## src/hw/rtl/dorq_pkg.sv

```systemverilog
// Shared types and constants for the drop-oldest ring queue.
`timescale 1ns / 1ps

package dorq_pkg;

  localparam int DATA_W = 32;
  localparam int SLOT_W = 4;
  localparam int DROP_W = 5;

  typedef enum logic {
    REQ_PUSH    = 1'b0,
    REQ_ACQUIRE = 1'b1
  } req_t;

  typedef struct packed {
    req_t              req_type;
    logic [DATA_W-1:0] entry_data;
  } in_beat_t;

  typedef struct packed {
    logic [DATA_W-1:0] out_data;
    logic [SLOT_W-1:0] out_slot;
    logic [DROP_W-1:0] dropped;
    logic              is_empty;
  } out_beat_t;

endpackage

```

## src/hw/rtl/drop_oldest_ring_queue_top.sv

```systemverilog
// Top level of the drop-oldest ring queue of descriptor words.
`timescale 1ns / 1ps

// Drop-oldest ring FIFO. Each input beat is a push or an acquire and yields
// exactly one result beat, in the cycle after it is accepted; a new beat can be
// accepted every cycle, also while the previous result waits in the output
// register, as long as that register is being taken. The index and count
// update is one short step per beat and the descriptor store is a single
// RAM with registered read, touched at most once per beat (write on push, read on
// acquire). A push that finds more than QUEUE_LIMIT entries first drops the
// oldest ones down to DROP_TARGET; a push landing on the slot being sent
// skips over it. An acquire on an empty ring returns is_empty and changes
// nothing. Slots are never cleared after reset; the store needs no init pass.
module drop_oldest_ring_queue_top
  import dorq_pkg::*;
#(
  parameter int QUEUE_LIMIT = 14,
  parameter int RING_DEPTH  = 16,
  parameter int DROP_TARGET = 7
) (
  input  logic      clk,
  input  logic      rst_n,
  input  logic      in_valid,
  output logic      in_stall,
  input  in_beat_t  in_beat,
  output logic      out_valid,
  input  logic      out_stall,
  output out_beat_t out_beat
);

  localparam int IDX_W    = $clog2(RING_DEPTH);
  localparam int FILL_MAX = ((QUEUE_LIMIT > DROP_TARGET) ? QUEUE_LIMIT : DROP_TARGET) + 2;
  localparam int CNT_W    = $clog2(FILL_MAX + 1);

  // Read-index step taken by a drop, per pre-drop fill count, mod RING_DEPTH.
  function automatic logic [(FILL_MAX+1)*IDX_W-1:0] drop_step_tbl();
    logic [(FILL_MAX+1)*IDX_W-1:0] tbl;
    int k;
    tbl = '0;
    for (k = DROP_TARGET + 1; k <= FILL_MAX; k++) begin
      tbl[k*IDX_W +: IDX_W] = IDX_W'((k - DROP_TARGET) % RING_DEPTH);
    end
    return tbl;
  endfunction

  localparam logic [(FILL_MAX+1)*IDX_W-1:0] DROP_TBL = drop_step_tbl();

  function automatic logic [IDX_W-1:0] next_idx(input logic [IDX_W-1:0] i);
    return (i == IDX_W'(RING_DEPTH - 1)) ? '0 : i + 1'b1;
  endfunction

  // ring state
  logic [IDX_W-1:0] wr_idx_r, wr_idx_nxt;
  logic [IDX_W-1:0] rd_idx_r, rd_idx_nxt;
  logic [CNT_W-1:0] fill_r, fill_nxt;
  logic [IDX_W-1:0] send_slot_r, send_slot_nxt;
  logic             send_vld_r, send_vld_nxt;

  // output stage
  logic              out_valid_r, out_valid_nxt;
  logic              out_acq_r, out_acq_nxt;
  logic [SLOT_W-1:0] out_slot_r, out_slot_nxt;
  logic [DROP_W-1:0] out_drop_r, out_drop_nxt;
  logic              out_empty_r, out_empty_nxt;

  logic              accept;
  logic              is_acq;
  logic              drop_hit;
  logic [CNT_W-1:0]  drop_cnt;
  logic [IDX_W-1:0]  drop_step;
  logic [IDX_W:0]    rd_sum;
  logic [IDX_W-1:0]  rd_after_drop;
  logic [CNT_W-1:0]  fill_after_drop;
  logic              skip;
  logic [IDX_W-1:0]  wr_slot;
  logic              ram_wr_en;
  logic              ram_rd_en;
  logic [DATA_W-1:0] ram_rd_data;

  assign in_stall = out_valid_r && out_stall;
  assign accept   = in_valid && !in_stall;
  assign is_acq   = (in_beat.req_type == REQ_ACQUIRE);

  assign drop_hit  = (fill_r > CNT_W'(QUEUE_LIMIT)) && (fill_r > CNT_W'(DROP_TARGET));
  assign drop_cnt  = fill_r - CNT_W'(DROP_TARGET);
  assign drop_step = DROP_TBL[fill_r*IDX_W +: IDX_W];
  assign rd_sum    = {1'b0, rd_idx_r} + {1'b0, drop_step};
  assign rd_after_drop = (rd_sum >= (IDX_W+1)'(RING_DEPTH)) ?
                         IDX_W'(rd_sum - (IDX_W+1)'(RING_DEPTH)) : IDX_W'(rd_sum);
  assign fill_after_drop = drop_hit ? CNT_W'(DROP_TARGET) : fill_r;

  assign skip    = send_vld_r && (wr_idx_r == send_slot_r);
  assign wr_slot = skip ? next_idx(wr_idx_r) : wr_idx_r;

  always_comb begin
    wr_idx_nxt    = wr_idx_r;
    rd_idx_nxt    = rd_idx_r;
    fill_nxt      = fill_r;
    send_slot_nxt = send_slot_r;
    send_vld_nxt  = send_vld_r;
    ram_wr_en     = 1'b0;
    ram_rd_en     = 1'b0;
    out_valid_nxt = out_valid_r && out_stall;
    out_acq_nxt   = out_acq_r;
    out_slot_nxt  = out_slot_r;
    out_drop_nxt  = out_drop_r;
    out_empty_nxt = out_empty_r;
    if (accept) begin
      out_valid_nxt = 1'b1;
      out_acq_nxt   = 1'b0;
      out_slot_nxt  = '0;
      out_drop_nxt  = '0;
      out_empty_nxt = 1'b0;
      if (!is_acq) begin
        ram_wr_en    = 1'b1;
        rd_idx_nxt   = drop_hit ? rd_after_drop : rd_idx_r;
        wr_idx_nxt   = next_idx(wr_slot);
        fill_nxt     = fill_after_drop + (skip ? CNT_W'(2) : CNT_W'(1));
        out_slot_nxt = SLOT_W'(wr_slot);
        out_drop_nxt = drop_hit ? DROP_W'(drop_cnt) : '0;
      end else if (fill_r == '0) begin
        out_empty_nxt = 1'b1;
      end else begin
        ram_rd_en     = 1'b1;
        send_slot_nxt = rd_idx_r;
        send_vld_nxt  = 1'b1;
        rd_idx_nxt    = next_idx(rd_idx_r);
        fill_nxt      = fill_r - 1'b1;
        out_acq_nxt   = 1'b1;
        out_slot_nxt  = SLOT_W'(rd_idx_r);
      end
    end
  end

  always_ff @(posedge clk) begin
    if (!rst_n) begin
      wr_idx_r    <= '0;
      rd_idx_r    <= '0;
      fill_r      <= '0;
      send_slot_r <= '0;
      send_vld_r  <= 1'b0;
      out_valid_r <= 1'b0;
    end else begin
      wr_idx_r    <= wr_idx_nxt;
      rd_idx_r    <= rd_idx_nxt;
      fill_r      <= fill_nxt;
      send_slot_r <= send_slot_nxt;
      send_vld_r  <= send_vld_nxt;
      out_valid_r <= out_valid_nxt;
    end
  end

  always_ff @(posedge clk) begin
    out_acq_r   <= out_acq_nxt;
    out_slot_r  <= out_slot_nxt;
    out_drop_r  <= out_drop_nxt;
    out_empty_r <= out_empty_nxt;
  end

  dorq_ram #(
    .WIDTH (DATA_W),
    .DEPTH (RING_DEPTH)
  ) u_slot_ram (
    .clk     (clk),
    .wr_en   (ram_wr_en),
    .wr_addr (wr_slot),
    .wr_data (in_beat.entry_data),
    .rd_en   (ram_rd_en),
    .rd_addr (rd_idx_r),
    .rd_data (ram_rd_data)
  );

  // read data stays put while the result beat is stalled: no read is issued then
  assign out_valid         = out_valid_r;
  assign out_beat.out_data = out_acq_r ? ram_rd_data : '0;
  assign out_beat.out_slot = out_slot_r;
  assign out_beat.dropped  = out_drop_r;
  assign out_beat.is_empty = out_empty_r;

  a_fill_bound: assert property (@(posedge clk) disable iff (!rst_n)
    fill_r <= CNT_W'(FILL_MAX))
    else $error("fill count above its bound");

  a_empty_holds: assert property (@(posedge clk) disable iff (!rst_n)
    (accept && is_acq && fill_r == '0) |=>
      (out_valid && out_beat.is_empty && $stable(rd_idx_r) && $stable(wr_idx_r)
       && $stable(fill_r)))
    else $error("empty acquire changed ring state or gave no empty result");

  a_drop_fill: assert property (@(posedge clk) disable iff (!rst_n)
    (accept && !is_acq && drop_hit) |=>
      (fill_r == CNT_W'(DROP_TARGET + 1) || fill_r == CNT_W'(DROP_TARGET + 2)))
    else $error("fill count after drop is off target");

  a_send_mark: assert property (@(posedge clk) disable iff (!rst_n)
    (accept && is_acq && fill_r != '0) |=>
      (send_vld_r && send_slot_r == $past(rd_idx_r)))
    else $error("acquire did not mark the sending slot");

endmodule

```

## src/hw/rtl/dorq_ram.sv

```systemverilog
// Generic single-port-write, single-read RAM with registered read data.
`timescale 1ns / 1ps

module dorq_ram #(
  parameter int WIDTH = 32,
  parameter int DEPTH = 16,
  localparam int AW = (DEPTH > 1) ? $clog2(DEPTH) : 1
) (
  input  logic             clk,
  input  logic             wr_en,
  input  logic [AW-1:0]    wr_addr,
  input  logic [WIDTH-1:0] wr_data,
  input  logic             rd_en,
  input  logic [AW-1:0]    rd_addr,
  output logic [WIDTH-1:0] rd_data
);

  logic [WIDTH-1:0] mem [DEPTH];
  logic [WIDTH-1:0] rd_data_r;

  always_ff @(posedge clk) begin
    if (wr_en) begin
      mem[wr_addr] <= wr_data;
    end
    if (rd_en) begin
      rd_data_r <= mem[rd_addr];
    end
  end

  assign rd_data = rd_data_r;

endmodule

```

## config.mk

```make
export PLATFORM = sky130hd
export DESIGN_NAME = drop_oldest_ring_queue_top
export DESIGN_NICKNAME = d
export VERILOG_FILES = /design/src/hw/rtl/dorq_pkg.sv /design/src/hw/rtl/drop_oldest_ring_queue_top.sv /design/src/hw/rtl/dorq_ram.sv
export SDC_FILE = /design/constraint.sdc
export NUM_CORES = 1
export LEC_CHECK = 0
export BUFFER_PORTS_ARGS = -buffer_cell sky130_fd_sc_hd__buf_4
export CORE_ASPECT_RATIO = 0.9
export CORE_MARGIN = 8
export CORE_UTILIZATION = 40
export CTS_CLUSTER_DIAMETER = 200
export CTS_CLUSTER_SIZE = 28
export DETAILED_ROUTE_END_ITERATION = 8
export PLACE_DENSITY_LB_ADDON = 0.08
export SYNTH_ARGS = -nofsm -noshare
export SYNTH_HDL_FRONTEND = slang
export SYNTH_SLANG_ARGS = --single-unit
export TNS_END_PERCENT = 50
```

## constraint.sdc

```tcl
create_clock -name clk -period 6 [get_ports clk]
set_input_delay 0.6 -clock clk [delete_from_list [all_inputs] [get_ports clk]]
set_output_delay 0.6 -clock clk [all_outputs]
set_load 0.01 [all_outputs]
```

==> flow_summary.toml, run 1 <==
[setup_path]
r2r_cells = 9
path_class = "flip-flop to flip-flop"
startpoint_type = "flip-flop"
cp-end-kind = "flip-flop"
r2r_end = "u_slot_ram.mem[4][2]"
path_max_fanout = 19
rr_startpoint = "wr_idx_r[1]"
rrSetupSlack_ps = 2510
worstPathRequired_ps = 6250
worstPathArrival_ps = 3740

[final_layout]
nNetsFinal = 1164
n_antenna_cell = 0
utilization_pct = 44.6
syn_to_final_growth_pct = 10.3
drive_above_1_share_pct = 28.4

[detailed_routing]
wl_um = 47900
dr.first_iter.drc_count = 714
vias = 9962
drcViolationCount = 0
post_drt_via_cell_ratio = 5.32
wl_met3_um = 1300
top_layer = "met4"
wire_per_inst_um = 25.6
wl_met2_um = 22900
drt-met1-wl_um = 23000
drtPass1Iterations = 5
ant_nets = 0

[clock_network]
clock-sinks = 574
clk_pin_slew_worst_paths_ps = 110
postCtsHoldBufs = 0
cts_tree = "yes"
clock_path_buffers = 3
cts-root-buf = "clkbuf_16"
clkLatencyLatePin_ps = 590
htreeDepth = 1
post_cts_buffers = 0
cts_resized = 0
cts_buffers = 24

[timing]
min_period_ps = 3490
final_hold_viol_count = 0
final-setup-viol-count = 0
maxSlewViolCount = 0
max_slew_margin_pct = 23.8
skew_ps = 23.0
fmax_mhz = 286
fin_crit_sh_pct = 58.2
fin_setup_tns_ps = 0
max_slew.worst_pin.slew_ps = 1140
rsz0062_at_grt = "false"

[floorplan]
core.rowCount = 82
die_y_um = 241
core-area_mm2 = 0.0556
io_pins = 81
die-area_mm2 = 0.0640
start_util_pct = 40.4
die_w_um = 266

[hold_path]
min_path_cells = 2
min-delay-start = "in_valid"
min_to = "out_valid"
hold_class = "primary input to flip-flop"

[logic_synthesis]
synth-edff-count = 555
postSynthAreaPerCell_um2 = 21.8
synthesis.nets = 1086
synth_common_cells = "edfxtp_1 (555), mux4_2 (160), and2_1 (39)"
synth_top_cells_by_area = "edfxtp_1 (74%), mux4_2 (16%), dfxtp_1 (1.7%)"
synthDistinctLibCells = 51
synth.top_cell.area_share_pct = 74.2
ys_seq_elements = 574
ys_async_sr_fraction_pct = 0
yosysWarnings = 0
synthMostInstantiatedCell = "edfxtp_1"
yosysTopAreaCell = "edfxtp_1"
syn_inst = 1030
ys_seq_area_share_pct = 75.9
synth_top_flop_cell = "edfxtp_1"
synth.cell_area_mm2 = 0.0225

[global_routing]
grt_max_degree = 98
antenna_found_initial = 0
grt_pass1_wl_um = 71900
overflow = 0
grt_pass1_vias = 10492
grtUsageTotal_pct = 15.0

[placement]
place.gp.congestion = 0.787
dp_hpwl_um = 27400
portBuffers = 80

[run]
cap_violations = 0

[power_and_ir_drop]
p_leak_nw = 7.59
power.density_mw_per_mm2 = 296
ir_drop_mv = 0.189

[outcome]
outcome = "complete, no violations"
[per-stage QoR]
stage | area, µm² | worst slack, ps | std cells | power [mW] | hold slack (ps)
after floorplan | 22500 | 2560 | 1030 | 5.19 | 498
after global placement | 24100 | 2590 | 1838 | 5.52 | 531
after detailed placement | 24100 | 2430 | 1838 | 5.52 | 551
after CTS | 24800 | 2450 | 1872 | 7.46 | 190
after global routing | 24800 | 2220 | 1872 | 7.63 | 204
final | 24800 | 2510 | 1872 | 7.34 | 227
[area by class of cell]
cell class	instances	area, µm²
Tap cell	756	946
Clock buffer	32	631
Timing Repair Buffer	103	798
Clock inverter	2	32.5
Inverter	16	60.1
Fill cell	4765	30800
Sequential cell	574	17100
Multi-Input combinational cell	389	5250
[sequential cells by signal, summed over array words and instances, names as in the netlist]
name / cells
wr_idx_r: 4
send_slot_r: 4
out_valid: 1
out_drop_r: 5
u_slot_ram.mem: 512
u_slot_ram.rd_data: 32
send_vld_r: 1
rd_idx_r: 4
fill_r: 5
out_empty_r: 1
out_slot_r: 4
out_acq_r: 1
[kinds of logic after synthesis]
family | Yosys count | synth area share (%)
XOR/XNOR | 9 | 0.418
multiplexers | 170 | 16.5
adder cells (fa/ha/maj) | 19 | 1.13
AND/OR/NAND/NOR | 133 | 3.13
AO/OA/AOI/OAI | 58 | 1.68
flip-flops | 574 | 75.9
buffers and inverters | 67 | 1.24
[where the power goes]
group          switching, mW  total [mW]  internal (mW)
Clock                   1.18        1.94          0.755
Combinational          0.425       0.845          0.420
Sequential            0.0791        4.56           4.48
[worst max-delay path by stage]
stage                      startpoint               endpoint  slack [ps]  cells past startpoint
after global routing      wr_idx_r[0]   u_slot_ram.mem[6][5]        2220                      9
after detailed placement  wr_idx_r[1]   u_slot_ram.mem[4][5]        2430                      9
final                     wr_idx_r[1]   u_slot_ram.mem[4][2]        2510                      9
after CTS                 wr_idx_r[1]   u_slot_ram.mem[4][2]        2450                      9
after floorplan           wr_idx_r[0]  u_slot_ram.mem[15][0]        2560                      6
after global placement    wr_idx_r[1]   u_slot_ram.mem[6][8]        2590                      9
[cell usage in the layout, fill, tap and decap left out, types with 4 or more instances in the layout]
master / instances
edfxtp_1: 555
mux4_2: 160
buf_4: 101
and2_1: 38
nand2_1: 31
clkbuf_16: 24
o21ai_0: 19
ha_1: 17
nor2_4: 16
dfxtp_1: 16
inv_1: 15
nor2b_1: 11
nor2_1: 11
a21oi_1: 10
mux2i_1: 9
clkbuf_1: 8
nand3_1: 7
xnor2_1: 5
o211a_1: 4
o21a_1: 4
[metal layers]
metal | vias up | global-route usage [%]
met5 | - | 0
met4 | 0 | 2.25
met3 | 34 | 1.62
met2 | 157 | 24.5
met1 | 5402 | 22.1
li1 | 4369 | -
[worst max-delay path, stage by stage (launching register included)]
cell and delay (ps):
dfxtp_1 480, ha_1 240, nand2_1 70, a21oi_1 230
nor2_1 60, o21ai_0 510, ha_1 250, nand2_1 230
nor2_4 590, buf_4 470
Note: power is estimated with default switching activity, not from simulation.
==> run 2: changes to the inputs <==
==> constraint.sdc (replaced) <==
create_clock -name clk -period 3.16 [get_ports clk]
set_input_delay 0.316 -clock clk [delete_from_list [all_inputs] [get_ports clk]]
set_output_delay 0.316 -clock clk [all_outputs]
set_load 0.01 [all_outputs]
==> run 2 against run 1 <==
Net effect:
- register-to-register slack worse by 2200 ps
- clock power up 89%
- power is 91% higher
==> flow_summary.toml, run 2 (synthesized netlist as in run 1, its figures left out) <==
[timing]
min_period_ps = 2830
max_slew_margin_pct = 50.0
fmax_mhz = 353
fin_crit_sh_pct = 89.5
rsz0062_at_grt = "false"
skew_ps = 18.8
final_hold_viol_count = 0
max_slew.worst_pin.slew_ps = 749
maxSlewViolCount = 0
fin_setup_tns_ps = 0
final-setup-viol-count = 0
whs_ps = 25.0
finalWorstSetupSlack_ps = 331

[setup_path]
path_max_fanout = 18
cp-end-kind = "flip-flop"
r2r_cells = 9
endpoint = "u_slot_ram.mem[7][0]"
path_class = "flip-flop to flip-flop"
r2r_end = "u_slot_ram.mem[7][0]"
worstPathRequired_ps = 3410
rrSetupSlack_ps = 330
worstPathArrival_ps = 3080
critPathLaunch = "wr_idx_r[1]"
rr_startpoint = "wr_idx_r[1]"
startpoint_type = "flip-flop"

[final_layout]
stdcell_area_mm2 = 0.0252
syn_to_final_growth_pct = 12.3
nNetsFinal = 1188
utilization_pct = 45.4
final_cell_mix = "edfxtp_1 (555), mux4_2 (160), buf_4 (101)"
instances_no_fill = 1896
drive_above_1_share_pct = 29.7
n_antenna_cell = 0
mostFrequentLayoutCell = "edfxtp_1"
largest_reg_flops = 512
regMostFlops = "u_slot_ram.mem"

[power_and_ir_drop]
ir_drop_mv = 0.360
p_leak_nw = 7.77
finalPower_mw = 14.0
power.density_mw_per_mm2 = 556

[global_routing]
grt_pass1_vias = 10711
grt_pass1_wl_um = 72300
grtUsageTotal_pct = 15.0
grt_max_degree = 39
antenna_found_initial = 1
overflow = 0

[clock_network]
clkLatencyLatePin_ps = 580
cts_buffers = 24
post_cts_buffers = 0
clock-sinks = 574
cts-root-buf = "clkbuf_16"
htreeDepth = 1
clock_path_buffers = 3
clk_pin_slew_worst_paths_ps = 110
cts_tree = "yes"

[detailed_routing]
wire_per_inst_um = 25.1
wl_um = 47600
ant_nets = 0
vias = 10055
drcViolationCount = 0
post_drt_via_cell_ratio = 5.30
drtPass1Iterations = 5
dr.first_iter.drc_count = 739

[run]
cap_violations = 0

[placement]
dpl.cell_count = 1859
dp_slack_ps = 309
portBuffers = 80
dp_hpwl_um = 28200
placed_cell_area_mm2 = 0.0245
place.gp.congestion = 0.802

[hold_path]
hold_class = "primary input to flip-flop"

[floorplan]
io_pins = 81
core-area_mm2 = 0.0556
die-area_mm2 = 0.0640
core.rowCount = 82
die_w_um = 266
die_y_um = 241
start_util_pct = 40.4

[outcome]
outcome = "complete, no violations"
==> run 2: cell types whose count changed in the layout (fill, tap and decap cells not counted), sizes merged <==
cell / delta
buf: +21
dlygate4sd3: +3
==> run 2: layout make-up <==
class                      instances  area, µm²
fill                            4724      30400
sequential                       574      17100
multi-input combinational        389       5250
timing repair buffer             127       1250
tap                              756        946
clock buffer                      32        631
inverter                          16       60.1
clock inverter                     2       32.5
==> run 2: timing repair <==
action                                  CTS  global route
gates resized for setup                   0             1
hold buffers                              3             0
hold endpoints to repair                 25             0
endpoints found under the setup margin    0             1
==> run 2: power breakdown <==
part           total, mW  switching, mW  internal, mW
registers           8.61          0.107          8.50
logic               1.74          0.883         0.860
clock network       3.66           2.23          1.43
==> run 2: worst min-delay path by stage <==
stage	startpoint	to	slack (ps)	cells after the start
floorplan	in_beat[0]	u_slot_ram.mem[0][0]	410	0
global placement	in_valid	out_valid	530	2
detailed placement	in_valid	out_valid	540	2
CTS	in_beat[10]	u_slot_ram.mem[14][10]	2	1
global route	in_beat[11]	u_slot_ram.mem[1][11]	10	1
finish	in_beat[11]	u_slot_ram.mem[15][11]	20	1
==> run 2: critical path, cell delays in order, from the launching register on <==
cell and delay (ps):
dfxtp_1 470, xnor2_2 170, and4_1 260, and2b_1 220
mux2i_1 170, inv_1 110, ha_1 230, nand2_1 280
nor2_4 200, buf_4 370
==> run 2: per-layer routing <==
| metal | track usage, % | routed length, µm | vias up |
|---|---|---|---|
| li1 | - | - | 4428 |
| met1 | 22.3 | 22800 | 5416 |
| met2 | 24.1 | 22600 | 171 |
| met3 | 1.77 | 1430 | 40 |
| met4 | 2.45 | 783 | 0 |
| met5 | 0 | 0 | - |
